==> src/design/rmms_pkg.sv <==
// ----------------------------------------------------------------------------
// rmms_pkg
// shared types, widths and codes of the region color statistics block
// ----------------------------------------------------------------------------
package rmms_pkg;

    localparam int PIX_W   = 8;
    localparam int COORD_W = 12;
    localparam int ROI_W   = 13;
    localparam int SUM_W   = 32;
    localparam int SQ_W    = 40;
    localparam int CNT_W   = 25;
    localparam int MEAN_W  = 16;
    localparam int RATIO_W = 24;
    localparam int PROD_W  = 64;
    localparam int DIVD_W  = 80;
    localparam int DIVS_W  = 32;
    localparam int ROOT_W  = 32;
    localparam int STEP_W  = 7;
    localparam int IDX_W   = 3;

    localparam logic [STEP_W-1:0] DIV_STEPS  = 7'd80;
    localparam logic [STEP_W-1:0] MUL_STEPS  = 7'd32;
    localparam logic [STEP_W-1:0] SQRT_STEPS = 7'd16;

    // register indexes
    localparam logic [IDX_W-1:0] CFG_ROI_X        = 3'd0;
    localparam logic [IDX_W-1:0] CFG_ROI_Y        = 3'd1;
    localparam logic [IDX_W-1:0] CFG_ROI_WIDTH    = 3'd2;
    localparam logic [IDX_W-1:0] CFG_ROI_HEIGHT   = 3'd3;
    localparam logic [IDX_W-1:0] CFG_PIXEL_FORMAT = 3'd4;

    // pixel formats
    localparam logic [1:0] FMT_GRAY = 2'd0;
    localparam logic [1:0] FMT_RGB  = 2'd1;
    localparam logic [1:0] FMT_BGR  = 2'd2;

    // channel select
    localparam logic [1:0] CH_RED   = 2'd0;
    localparam logic [1:0] CH_GREEN = 2'd1;
    localparam logic [1:0] CH_BLUE  = 2'd2;

    typedef enum logic [2:0] {
        OP_MEAN     = 3'd0,
        OP_SQ_MUL   = 3'd1,
        OP_NSQ_MUL  = 3'd2,
        OP_VAR_DIV1 = 3'd3,
        OP_VAR_DIV2 = 3'd4,
        OP_SQRT     = 3'd5,
        OP_RATIO_R  = 3'd6,
        OP_RATIO_B  = 3'd7
    } op_t;

    typedef struct packed {
        logic       load;
        logic       step;
        logic       store;
        logic       emit;
        op_t        op;
        logic [1:0] chan;
    } rmms_cmd_t;

    typedef struct packed {
        logic [ROI_W-1:0] roi_x;
        logic [ROI_W-1:0] roi_y;
        logic [ROI_W-1:0] roi_width;
        logic [ROI_W-1:0] roi_height;
        logic [1:0]       pixel_format;
    } rmms_cfg_t;

    typedef struct packed {
        logic               ok;
        logic               ratios_valid;
        logic [CNT_W-1:0]   pixel_total;
        logic [MEAN_W-1:0]  red_mean;
        logic [MEAN_W-1:0]  green_mean;
        logic [MEAN_W-1:0]  blue_mean;
        logic [MEAN_W-1:0]  red_std;
        logic [MEAN_W-1:0]  green_std;
        logic [MEAN_W-1:0]  blue_std;
        logic [RATIO_W-1:0] red_over_green;
        logic [RATIO_W-1:0] blue_over_green;
    } rmms_result_t;

endpackage

==> src/design/roi_rgb_mean_std_stats.sv <==
// ----------------------------------------------------------------------------
// roi_rgb_mean_std_stats
// per-frame mean, std deviation and color ratios over a pixel region
// ----------------------------------------------------------------------------
// throughput: one pixel per cycle inside a frame
// after the frame's last pixel is taken: per channel a mean division, two
//   32-step multiplies, two variance divisions and a 16-step root, then two
//   ratio divisions
// input stalls for that whole sequence, longer while the output register is held
// reset: registers return to defaults, accumulators clear, output empty
module roi_rgb_mean_std_stats import rmms_pkg::*; (
    input  logic               aclk,
    input  logic               aresetn,
    // configuration write channel
    input  logic               cfg_valid,
    output logic               cfg_ready,
    input  logic [IDX_W-1:0]   cfg_index,
    input  logic [ROI_W-1:0]   cfg_data,
    // pixel stream
    input  logic               s_tvalid,
    output logic               s_tready,
    input  logic [47:0]        s_tdata,   // chan_a, chan_b, chan_c, col, row
    input  logic               s_tlast,   // frame_last
    // result stream
    output logic               m_tvalid,
    input  logic               m_tready,
    output logic [175:0]       m_tdata,   // pixel_total, red/green/blue_mean,
                                          // red/green/blue_std, red_over_green,
                                          // blue_over_green, zero fill
    output logic [1:0]         m_tuser    // ok, ratios_valid
);

    rmms_cfg_t    cfg_reg;
    rmms_cmd_t    cmd;
    rmms_result_t result;

    logic pix_en;
    logic frame_done;
    logic out_free;
    logic in_ready;

    // config registers, always ready
    assign cfg_ready = 1'b1;

    always_ff @(posedge aclk) begin
        if (!aresetn) begin
            cfg_reg.roi_x        <= '0;
            cfg_reg.roi_y        <= '0;
            cfg_reg.roi_width    <= 13'd4096;
            cfg_reg.roi_height   <= 13'd4096;
            cfg_reg.pixel_format <= FMT_RGB;
        end else if (cfg_valid && cfg_ready) begin
            unique case (cfg_index)
                CFG_ROI_X:        cfg_reg.roi_x        <= cfg_data;
                CFG_ROI_Y:        cfg_reg.roi_y        <= cfg_data;
                CFG_ROI_WIDTH:    cfg_reg.roi_width    <= cfg_data;
                CFG_ROI_HEIGHT:   cfg_reg.roi_height   <= cfg_data;
                CFG_PIXEL_FORMAT: cfg_reg.pixel_format <= cfg_data[1:0];
                default:          ;
            endcase
        end
    end

    // pixel request handshake
    assign s_tready   = in_ready;
    assign pix_en     = s_tvalid && s_tready;
    assign frame_done = pix_en && s_tlast;

    rmms_ctrl u_ctrl (
        .aclk       (aclk),
        .aresetn    (aresetn),
        .frame_done (frame_done),
        .out_free   (out_free),
        .in_ready   (in_ready),
        .cmd        (cmd)
    );

    rmms_dp u_dp (
        .aclk    (aclk),
        .aresetn (aresetn),
        .cfg     (cfg_reg),
        .pix_en  (pix_en),
        .chan_a  (s_tdata[7:0]),
        .chan_b  (s_tdata[15:8]),
        .chan_c  (s_tdata[23:16]),
        .col     (s_tdata[35:24]),
        .row     (s_tdata[47:36]),
        .cmd     (cmd),
        .result  (result)
    );

    // output register, holds one result request until taken
    logic         m_tvalid_reg;
    logic [175:0] m_tdata_reg;
    logic [1:0]   m_tuser_reg;

    assign out_free = !m_tvalid_reg || m_tready;

    always_ff @(posedge aclk) begin
        if (!aresetn) begin
            m_tvalid_reg <= 1'b0;
        end else if (cmd.emit) begin
            m_tvalid_reg <= 1'b1;
        end else if (m_tready) begin
            m_tvalid_reg <= 1'b0;
        end
    end

    always_ff @(posedge aclk) begin
        if (cmd.emit) begin
            m_tdata_reg <= {7'd0,
                            result.blue_over_green, result.red_over_green,
                            result.blue_std, result.green_std, result.red_std,
                            result.blue_mean, result.green_mean, result.red_mean,
                            result.pixel_total};
            m_tuser_reg <= {result.ratios_valid, result.ok};
        end
    end

    assign m_tvalid = m_tvalid_reg;
    assign m_tdata  = m_tdata_reg;
    assign m_tuser  = m_tuser_reg;

    a_emit_shows: assert property (@(posedge aclk) disable iff (!aresetn)
        cmd.emit |=> m_tvalid)
        else $error("result not presented after emit");

endmodule

==> src/design/rmms_ctrl.sv <==
// ----------------------------------------------------------------------------
// rmms_ctrl
// sequencer for the end-of-frame arithmetic
// ----------------------------------------------------------------------------
module rmms_ctrl import rmms_pkg::*; (
    input  logic      aclk,
    input  logic      aresetn,
    input  logic      frame_done,
    input  logic      out_free,
    output logic      in_ready,
    output rmms_cmd_t cmd
);

    typedef enum logic [4:0] {
        ST_IDLE  = 5'b00001,
        ST_LOAD  = 5'b00010,
        ST_STEP  = 5'b00100,
        ST_STORE = 5'b01000,
        ST_EMIT  = 5'b10000
    } state_t;

    state_t              state_reg, state_next;
    op_t                 op_reg, op_next;
    logic [1:0]          chan_reg, chan_next;
    logic [STEP_W-1:0]   step_reg, step_next;
    logic [STEP_W-1:0]   step_limit;

    always_comb begin
        unique case (op_reg) inside
            OP_SQ_MUL, OP_NSQ_MUL: step_limit = MUL_STEPS;
            OP_SQRT:               step_limit = SQRT_STEPS;
            default:               step_limit = DIV_STEPS;
        endcase
    end

    always_comb begin
        state_next = state_reg;
        op_next    = op_reg;
        chan_next  = chan_reg;
        step_next  = step_reg;
        cmd        = '0;
        cmd.op     = op_reg;
        cmd.chan   = chan_reg;
        in_ready   = 1'b0;
        unique case (state_reg)
            ST_IDLE: begin
                in_ready = 1'b1;
                if (frame_done) begin
                    state_next = ST_LOAD;
                    op_next    = OP_MEAN;
                    chan_next  = CH_RED;
                end
            end
            ST_LOAD: begin
                cmd.load   = 1'b1;
                step_next  = '0;
                state_next = ST_STEP;
            end
            ST_STEP: begin
                cmd.step  = 1'b1;
                step_next = step_reg + 1'b1;
                if (step_reg == step_limit - 1'b1) begin
                    state_next = ST_STORE;
                end
            end
            ST_STORE: begin
                cmd.store  = 1'b1;
                state_next = ST_LOAD;
                unique case (op_reg)
                    OP_MEAN:     op_next = OP_SQ_MUL;
                    OP_SQ_MUL:   op_next = OP_NSQ_MUL;
                    OP_NSQ_MUL:  op_next = OP_VAR_DIV1;
                    OP_VAR_DIV1: op_next = OP_VAR_DIV2;
                    OP_VAR_DIV2: op_next = OP_SQRT;
                    OP_SQRT: begin
                        if (chan_reg == CH_BLUE) begin
                            op_next = OP_RATIO_R;
                        end else begin
                            op_next   = OP_MEAN;
                            chan_next = chan_reg + 1'b1;
                        end
                    end
                    OP_RATIO_R:  op_next = OP_RATIO_B;
                    default:     state_next = ST_EMIT;
                endcase
            end
            ST_EMIT: begin
                if (out_free) begin
                    cmd.emit   = 1'b1;
                    state_next = ST_IDLE;
                end
            end
            default: state_next = ST_IDLE;
        endcase
    end

    always_ff @(posedge aclk) begin
        if (!aresetn) begin
            state_reg <= ST_IDLE;
            op_reg    <= OP_MEAN;
            chan_reg  <= CH_RED;
            step_reg  <= '0;
        end else begin
            state_reg <= state_next;
            op_reg    <= op_next;
            chan_reg  <= chan_next;
            step_reg  <= step_next;
        end
    end

    a_step_bound: assert property (@(posedge aclk) disable iff (!aresetn)
        state_reg == ST_STEP |-> step_reg < step_limit)
        else $error("step counter ran past the unit length");

endmodule

==> src/design/rmms_dp.sv <==
// ----------------------------------------------------------------------------
// rmms_dp
// region test, accumulators and shared iterative multiplier, divider and square root
// ----------------------------------------------------------------------------
module rmms_dp import rmms_pkg::*; (
    input  logic               aclk,
    input  logic               aresetn,
    input  rmms_cfg_t          cfg,
    input  logic               pix_en,
    input  logic [PIX_W-1:0]   chan_a,
    input  logic [PIX_W-1:0]   chan_b,
    input  logic [PIX_W-1:0]   chan_c,
    input  logic [COORD_W-1:0] col,
    input  logic [COORD_W-1:0] row,
    input  rmms_cmd_t          cmd,
    output rmms_result_t       result
);

    logic [SUM_W-1:0]  sum_r_reg, sum_g_reg, sum_b_reg;
    logic [SQ_W-1:0]   sq_r_reg, sq_g_reg, sq_b_reg;
    logic [CNT_W-1:0]  cnt_reg;

    logic signed [ROI_W+1:0] col_s, row_s, x_lo, y_lo, x_hi, y_hi;
    logic                    in_roi;
    logic [PIX_W-1:0]        pr, pg, pb;
    logic [2*PIX_W-1:0]      pr2, pg2, pb2;

    // region test, wide enough for negative origins
    assign col_s  = $signed({3'b000, col});
    assign row_s  = $signed({3'b000, row});
    assign x_lo   = $signed({{2{cfg.roi_x[ROI_W-1]}}, cfg.roi_x});
    assign y_lo   = $signed({{2{cfg.roi_y[ROI_W-1]}}, cfg.roi_y});
    assign x_hi   = x_lo + $signed({2'b00, cfg.roi_width});
    assign y_hi   = y_lo + $signed({2'b00, cfg.roi_height});
    assign in_roi = (col_s >= x_lo) && (col_s < x_hi) && (row_s >= y_lo) && (row_s < y_hi);

    always_comb begin
        case (cfg.pixel_format)
            FMT_GRAY: begin pr = chan_a; pg = chan_a; pb = chan_a; end
            FMT_BGR:  begin pr = chan_c; pg = chan_b; pb = chan_a; end
            default:  begin pr = chan_a; pg = chan_b; pb = chan_c; end
        endcase
    end

    assign pr2 = pr * pr;
    assign pg2 = pg * pg;
    assign pb2 = pb * pb;

    always_ff @(posedge aclk) begin
        if (!aresetn || cmd.emit) begin
            sum_r_reg <= '0;
            sum_g_reg <= '0;
            sum_b_reg <= '0;
            sq_r_reg  <= '0;
            sq_g_reg  <= '0;
            sq_b_reg  <= '0;
            cnt_reg   <= '0;
        end else if (pix_en && in_roi && !cnt_reg[CNT_W-1]) begin
            sum_r_reg <= sum_r_reg + SUM_W'(pr);
            sum_g_reg <= sum_g_reg + SUM_W'(pg);
            sum_b_reg <= sum_b_reg + SUM_W'(pb);
            sq_r_reg  <= sq_r_reg + SQ_W'(pr2);
            sq_g_reg  <= sq_g_reg + SQ_W'(pg2);
            sq_b_reg  <= sq_b_reg + SQ_W'(pb2);
            cnt_reg   <= cnt_reg + 1'b1;
        end
    end

    // operand select
    logic [SUM_W-1:0]  sel_sum;
    logic [SQ_W-1:0]   sel_sq;
    logic [DIVS_W-1:0] divisor;
    logic [DIVD_W-1:0] div_load;

    always_comb begin
        case (cmd.chan)
            CH_RED:   begin sel_sum = sum_r_reg; sel_sq = sq_r_reg; end
            CH_GREEN: begin sel_sum = sum_g_reg; sel_sq = sq_g_reg; end
            default:  begin sel_sum = sum_b_reg; sel_sq = sq_b_reg; end
        endcase
    end

    logic [PROD_W-1:0] b_reg, d_reg, t_reg;
    logic [ROOT_W-1:0] v_reg;

    always_comb begin
        divisor = DIVS_W'(cnt_reg);
        case (cmd.op)
            OP_MEAN:     div_load = DIVD_W'({sel_sum, 8'h00});
            OP_VAR_DIV1: div_load = {d_reg, 16'h0000};
            OP_VAR_DIV2: div_load = DIVD_W'(t_reg);
            OP_RATIO_R: begin
                div_load = DIVD_W'({sum_r_reg, 16'h0000});
                divisor  = sum_g_reg;
            end
            OP_RATIO_B: begin
                div_load = DIVD_W'({sum_b_reg, 16'h0000});
                divisor  = sum_g_reg;
            end
            default:     div_load = '0;
        endcase
    end

    // restoring divider, one quotient bit a step
    logic [DIVS_W-1:0] div_rem_reg;
    logic [DIVD_W-1:0] div_q_reg;
    logic [DIVS_W:0]   rem_sh, rem_sub;
    logic              rem_ge;

    assign rem_sh  = {div_rem_reg, div_q_reg[DIVD_W-1]};
    assign rem_ge  = rem_sh >= {1'b0, divisor};
    assign rem_sub = rem_sh - {1'b0, divisor};

    // shift-add multiplier, one multiplier bit a step
    logic [PROD_W-1:0] mul_acc_reg, mul_mcand_reg;
    logic [SUM_W-1:0]  mul_mplier_reg;

    // bitwise integer square root, one result bit per step
    logic [ROOT_W-1:0] sq_x_reg, sq_res_reg, sq_bit_reg, sq_trial;

    assign sq_trial = sq_res_reg + sq_bit_reg;

    logic [MEAN_W-1:0]  mean_r_reg, mean_g_reg, mean_b_reg;
    logic [MEAN_W-1:0]  std_r_reg, std_g_reg, std_b_reg;
    logic [RATIO_W-1:0] rg_reg, bg_reg;
    logic [RATIO_W-1:0] ratio_sat;

    assign ratio_sat = (|div_q_reg[DIVD_W-1:RATIO_W]) ? '1 : div_q_reg[RATIO_W-1:0];

    always_ff @(posedge aclk) begin
        if (cmd.load) begin
            div_rem_reg <= '0;
            div_q_reg   <= div_load;
            mul_acc_reg <= '0;
            if (cmd.op == OP_NSQ_MUL) begin
                mul_mcand_reg  <= PROD_W'(sel_sq);
                mul_mplier_reg <= SUM_W'(cnt_reg);
            end else begin
                mul_mcand_reg  <= PROD_W'(sel_sum);
                mul_mplier_reg <= sel_sum;
            end
            sq_x_reg   <= v_reg;
            sq_res_reg <= '0;
            sq_bit_reg <= ROOT_W'(1) << (ROOT_W - 2);
        end else if (cmd.step) begin
            div_rem_reg <= rem_ge ? rem_sub[DIVS_W-1:0] : rem_sh[DIVS_W-1:0];
            div_q_reg   <= {div_q_reg[DIVD_W-2:0], rem_ge};
            if (mul_mplier_reg[0]) begin
                mul_acc_reg <= mul_acc_reg + mul_mcand_reg;
            end
            mul_mcand_reg  <= mul_mcand_reg << 1;
            mul_mplier_reg <= mul_mplier_reg >> 1;
            if (sq_x_reg >= sq_trial) begin
                sq_x_reg   <= sq_x_reg - sq_trial;
                sq_res_reg <= (sq_res_reg >> 1) + sq_bit_reg;
            end else begin
                sq_res_reg <= sq_res_reg >> 1;
            end
            sq_bit_reg <= sq_bit_reg >> 2;
        end
        if (cmd.store) begin
            case (cmd.op)
                OP_MEAN: begin
                    case (cmd.chan)
                        CH_RED:   mean_r_reg <= div_q_reg[MEAN_W-1:0];
                        CH_GREEN: mean_g_reg <= div_q_reg[MEAN_W-1:0];
                        default:  mean_b_reg <= div_q_reg[MEAN_W-1:0];
                    endcase
                end
                OP_SQ_MUL:   b_reg <= mul_acc_reg;
                OP_NSQ_MUL:  d_reg <= (mul_acc_reg > b_reg) ? mul_acc_reg - b_reg : '0;
                OP_VAR_DIV1: t_reg <= div_q_reg[PROD_W-1:0];
                OP_VAR_DIV2: v_reg <= div_q_reg[ROOT_W-1:0];
                OP_SQRT: begin
                    case (cmd.chan)
                        CH_RED:   std_r_reg <= sq_res_reg[MEAN_W-1:0];
                        CH_GREEN: std_g_reg <= sq_res_reg[MEAN_W-1:0];
                        default:  std_b_reg <= sq_res_reg[MEAN_W-1:0];
                    endcase
                end
                OP_RATIO_R:  rg_reg <= ratio_sat;
                default:     bg_reg <= ratio_sat;
            endcase
        end
    end

    // no pixel counted gives an all-zero result
    logic n_nz, g_nz;

    assign n_nz = |cnt_reg;
    assign g_nz = |sum_g_reg;

    always_comb begin
        result                 = '0;
        result.ok              = n_nz;
        result.ratios_valid    = n_nz && g_nz;
        result.pixel_total     = cnt_reg;
        if (n_nz) begin
            result.red_mean   = mean_r_reg;
            result.green_mean = mean_g_reg;
            result.blue_mean  = mean_b_reg;
            result.red_std    = std_r_reg;
            result.green_std  = std_g_reg;
            result.blue_std   = std_b_reg;
        end
        if (n_nz && g_nz) begin
            result.red_over_green  = rg_reg;
            result.blue_over_green = bg_reg;
        end
    end

    a_clear_after_emit: assert property (@(posedge aclk) disable iff (!aresetn)
        cmd.emit |=> cnt_reg == '0)
        else $error("accumulators not cleared after result");

    a_count_cap: assert property (@(posedge aclk) disable iff (!aresetn)
        !(cnt_reg[CNT_W-1] && (|cnt_reg[CNT_W-2:0])))
        else $error("pixel count ran past its cap");

endmodule
==> config.mk <==
export PLATFORM = sky130hd
export DESIGN_NAME = roi_rgb_mean_std_stats
export DESIGN_NICKNAME = d
export VERILOG_FILES = /design/src/design/rmms_pkg.sv /design/src/design/roi_rgb_mean_std_stats.sv /design/src/design/rmms_ctrl.sv /design/src/design/rmms_dp.sv
export SDC_FILE = /design/constraint.sdc
export NUM_CORES = 2
export LEC_CHECK = 0
export ABC_CLOCK_PERIOD_IN_PS = 11140
export BUFFER_PORTS_ARGS = -buffer_cell sky130_fd_sc_hd__buf_4
export CAP_MARGIN = 20
export CORE_MARGIN = 2
export CORE_UTILIZATION = 60
export DETAILED_ROUTE_END_ITERATION = 10
export PLACE_DENSITY_LB_ADDON = 0.1
export RECOVER_POWER = 50
export SLEW_MARGIN = 40
export SYNTH_ARGS = -nofsm -noshare
export SYNTH_HDL_FRONTEND = slang
export SYNTH_SLANG_ARGS = --single-unit
==> constraint.sdc <==
create_clock -name aclk -period 11.14 [get_ports aclk]
set_clock_uncertainty 0.2 [all_clocks]
set_input_delay 0.557 -clock aclk [delete_from_list [all_inputs] [get_ports aclk]]
set_output_delay 0.557 -clock aclk [all_outputs]
set_load 0.05 [all_outputs]
==> reports/results.ini <==
[outcome]
outcome = complete, but fails checks
violations = DRC, capacitance limit, slew limit

[timing]
rsz0062_at_grt = no
setup_violations = 0
fin_crit_ps = 7710
worst_slew_margin_rel = -1.58
timing.final.hold_violations = 0
max_freq_mhz = 130
holdWs_ps = 53.0
fin_tns_setup_ps = 0
tightest_slew_ps = 3860
finalCritPeriodShare = 0.692
drv_slew = 1180

[die]
start_util = 0.605
die_area_sq_mm = 0.120
pin_count = 251
rows = 125
die_x_um = 346
die_h_um = 346
core_area_sq_mm = 0.116

[drt]
antenna_left = 0
drc = 1
drt_iter0_drc = 5495
num_vias = 55675
finalWirelength_mm = 192
wire_per_inst_um = 21.3
post_drt_via_cell_ratio = 6.17
drtPass1Iterations = 9

[clock_tree]
post-cts-setup-buffers = 0
cts_buffer_depth = 3
cts_tree = built
cts_buffers = 134
clk_pin_slew_worst_paths_ps = 60
clock-sinks = 1204
htreeDepth = 4
cts-root-buf = clkbuf_16
clkLatencyLatePin_ps = 760

[place]
place_congestion = 0.958
dp_hpwl_mm = 137
portBuffers = 242
place_area_sq_mm = 0.0733

[synth]
synthDominantCellAreaShare = 0.320
ys_ff_latch = 1204
yosys_warnings = 0
ys_seq_area_frac = 0.450
syn_area_per_cell_sq_um = 9.65
synth-edff-count = 747
syn_inst = 7271
synth_cell_types = 100
syn-cell-area_sq_mm = 0.0702
synthFlopType = edfxtp_1
synth_area_leaders = edfxtp_1 (32%), dfxtp_1 (13%), ha_1 (8.0%)
yosysTopAreaCell = edfxtp_1
ys_async_sr_fraction = 0

[job]
max_cap_violations = 22

[worst_setup_path]
arrival_ps = 8200
r2r_slack_ps = 3430
criticalPathCategory = reg2reg
start_kind = flop
required_ps = 11620
endpoint_kind = flop
crit_fanout = 11

[grt]
grt_pass1_vias = 52741
grt_usage = 0.314
grt_max_degree = 141
grt_first_pass_wirelength_mm = 299
antenna_found_initial = 3
grt.overflow.total = 0

[cells_and_area]
n_fill_cell = 9399
area_delta_synth_final_pct = 10.1
antenna-diode-count = 0
finalNetCount = 8035
largest_reg_flops = 169
layout-drive-gt1-share = 0.0557
multi_input_area_sq_mm = 0.0355
final_area_sq_mm = 0.0772
register_area_sq_mm = 0.0316

[pwr]
p_total_mw = 12.0
ir_worst_vdd_mv = 0.147
power.density_mw_per_mm2 = 156
power_leakage_nw = 30.1

[min_path]
hold_path.class = in2reg

[final timing paths]
kind | to | startpoint | cells after the start
max | u_dp.sq_g_reg[33]$_SDFFE_PP0P_ | cfg_reg[0]$_SDFFE_PN1P_ | 24
min | m_tvalid$_SDFFE_PN0P_ | m_tready | 3
max reg2reg | u_dp.sq_g_reg[33]$_SDFFE_PP0P_ | cfg_reg[0]$_SDFFE_PN1P_ | 24
min reg2reg | u_dp.sq_r_reg[13]$_SDFFE_PP0P_ | u_dp.sq_r_reg[13]$_SDFFE_PP0P_ | 2
[area by class of cell]
cell class / instances / area share
multi-input combinational: 5227 / 0.460
sequential: 1204 / 0.409
clock buffer: 173 / 0.0467
tap: 1524 / 0.0247
inverter: 499 / 0.0243
timing repair buffer: 324 / 0.0227
clock inverter: 75 / 0.0129
[synth_stat cells (all sizes together), types with 13 or more instances]
| library cell | instances |
|---|---|
| nand2b | 79 |
| o21bai | 61 |
| a221o | 38 |
| nand3b | 13 |
| o221ai | 13 |
| and4 | 23 |
| o31ai | 159 |
| mux2i | 100 |
| nor4 | 46 |
| a31oi | 50 |
| a22o | 69 |
| a21o | 151 |
| xor2 | 134 |
| a31o | 22 |
| or4 | 80 |
| and2 | 109 |
| or3 | 40 |
| nand3 | 144 |
| buf | 55 |
| a21boi | 68 |
| xnor2 | 181 |
| nor3b | 16 |
| and3 | 55 |
| o21a | 40 |
| fa | 126 |
| o21ai | 339 |
| a22oi | 41 |
| a21oi | 588 |
| nor2 | 443 |
| nand4 | 78 |
| inv | 497 |
| a211oi | 47 |
| dfxtp | 457 |
| clkbuf | 292 |
| o211ai | 25 |
| nand2 | 957 |
| a221oi | 37 |
| or2 | 37 |
| ha | 449 |
| edfxtp | 747 |
| nor3 | 75 |
| nor2b | 158 |
[stage by stage]
stage,instances,worst slack (ps),utilization
after floorplan,7277,2070,-
after global placement,8761,3660,0.631
after detailed placement,8761,3550,0.631
after CTS,9024,3530,0.672
after global routing,9026,2930,0.665
final,9026,3430,0.665
[power by group]
part	internal [mW]	switching, mW
registers	4.82	0.104
logic	0.989	1.52
clock network	2.68	1.92
[cells by family after synthesis]
| family | after synthesis | share of synthesized area |
|---|---|---|
| AND/OR/NAND/NOR | 2379 | 0.163 |
| AO/OA/AOI/OAI | 1848 | 0.170 |
| flip-flops | 1204 | 0.450 |
| buffers and inverters | 846 | 0.0464 |
| adder cells (fa/ha/maj) | 575 | 0.116 |
| XOR/XNOR | 315 | 0.0393 |
| multiplexers | 102 | 0.0146 |
| other | 2 | 0.000107 |
[what timing repair did]
item / 4_1_cts / 5_1_grt
resized for setup: 0 / 0
setup endpoints to repair: 0 / 0
hold endpoints to repair: 55 / 0
hold buffers: 15 / 0
[per-layer routing]
metal	wire, um	up-vias	GRT usage
met5	0	-	0
met4	7930	0	0.124
met3	15400	403	0.0553
met2	85800	2101	0.490
met1	82800	26819	0.437
li1	-	26352	-
[layout by cell type, fill, tap and decap left out, types with 134 or more instances in the layout]
master,netlist,routed
nand2_1,957,954
edfxtp_1,747,747
a21oi_1,585,580
inv_1,496,496
dfxtp_1,457,457
ha_1,449,449
nor2_1,442,435
o21ai_0,330,330
clkbuf_1,292,232
xnor2_1,181,181
o31ai_1,158,158
nor2b_1,158,157
a21o_1,151,151
nand3_1,143,143
xor2_1,134,134
clkbuf_16,0,134
[critical path, stage by stage, from the launching register on]
cell and delay [ps]:
dfxtp_1 490, nor2_1 650, mux2i_1 500, clkinv_1 370, nand2_1 200, fa_1 430
inv_1 90, fa_1 420, ha_1 280, inv_1 50, fa_1 530, inv_1 40
ha_1 330, nor2b_1 150, o21ai_0 250, a21boi_0 170, o21ai_0 290, a21oi_1 170
a211oi_1 680, nor2_1 180, a311oi_1 320, buf_4 220, or4b_1 360, o21ai_0 150
a21oi_1 130
Power figures use the tool's default switching activity.
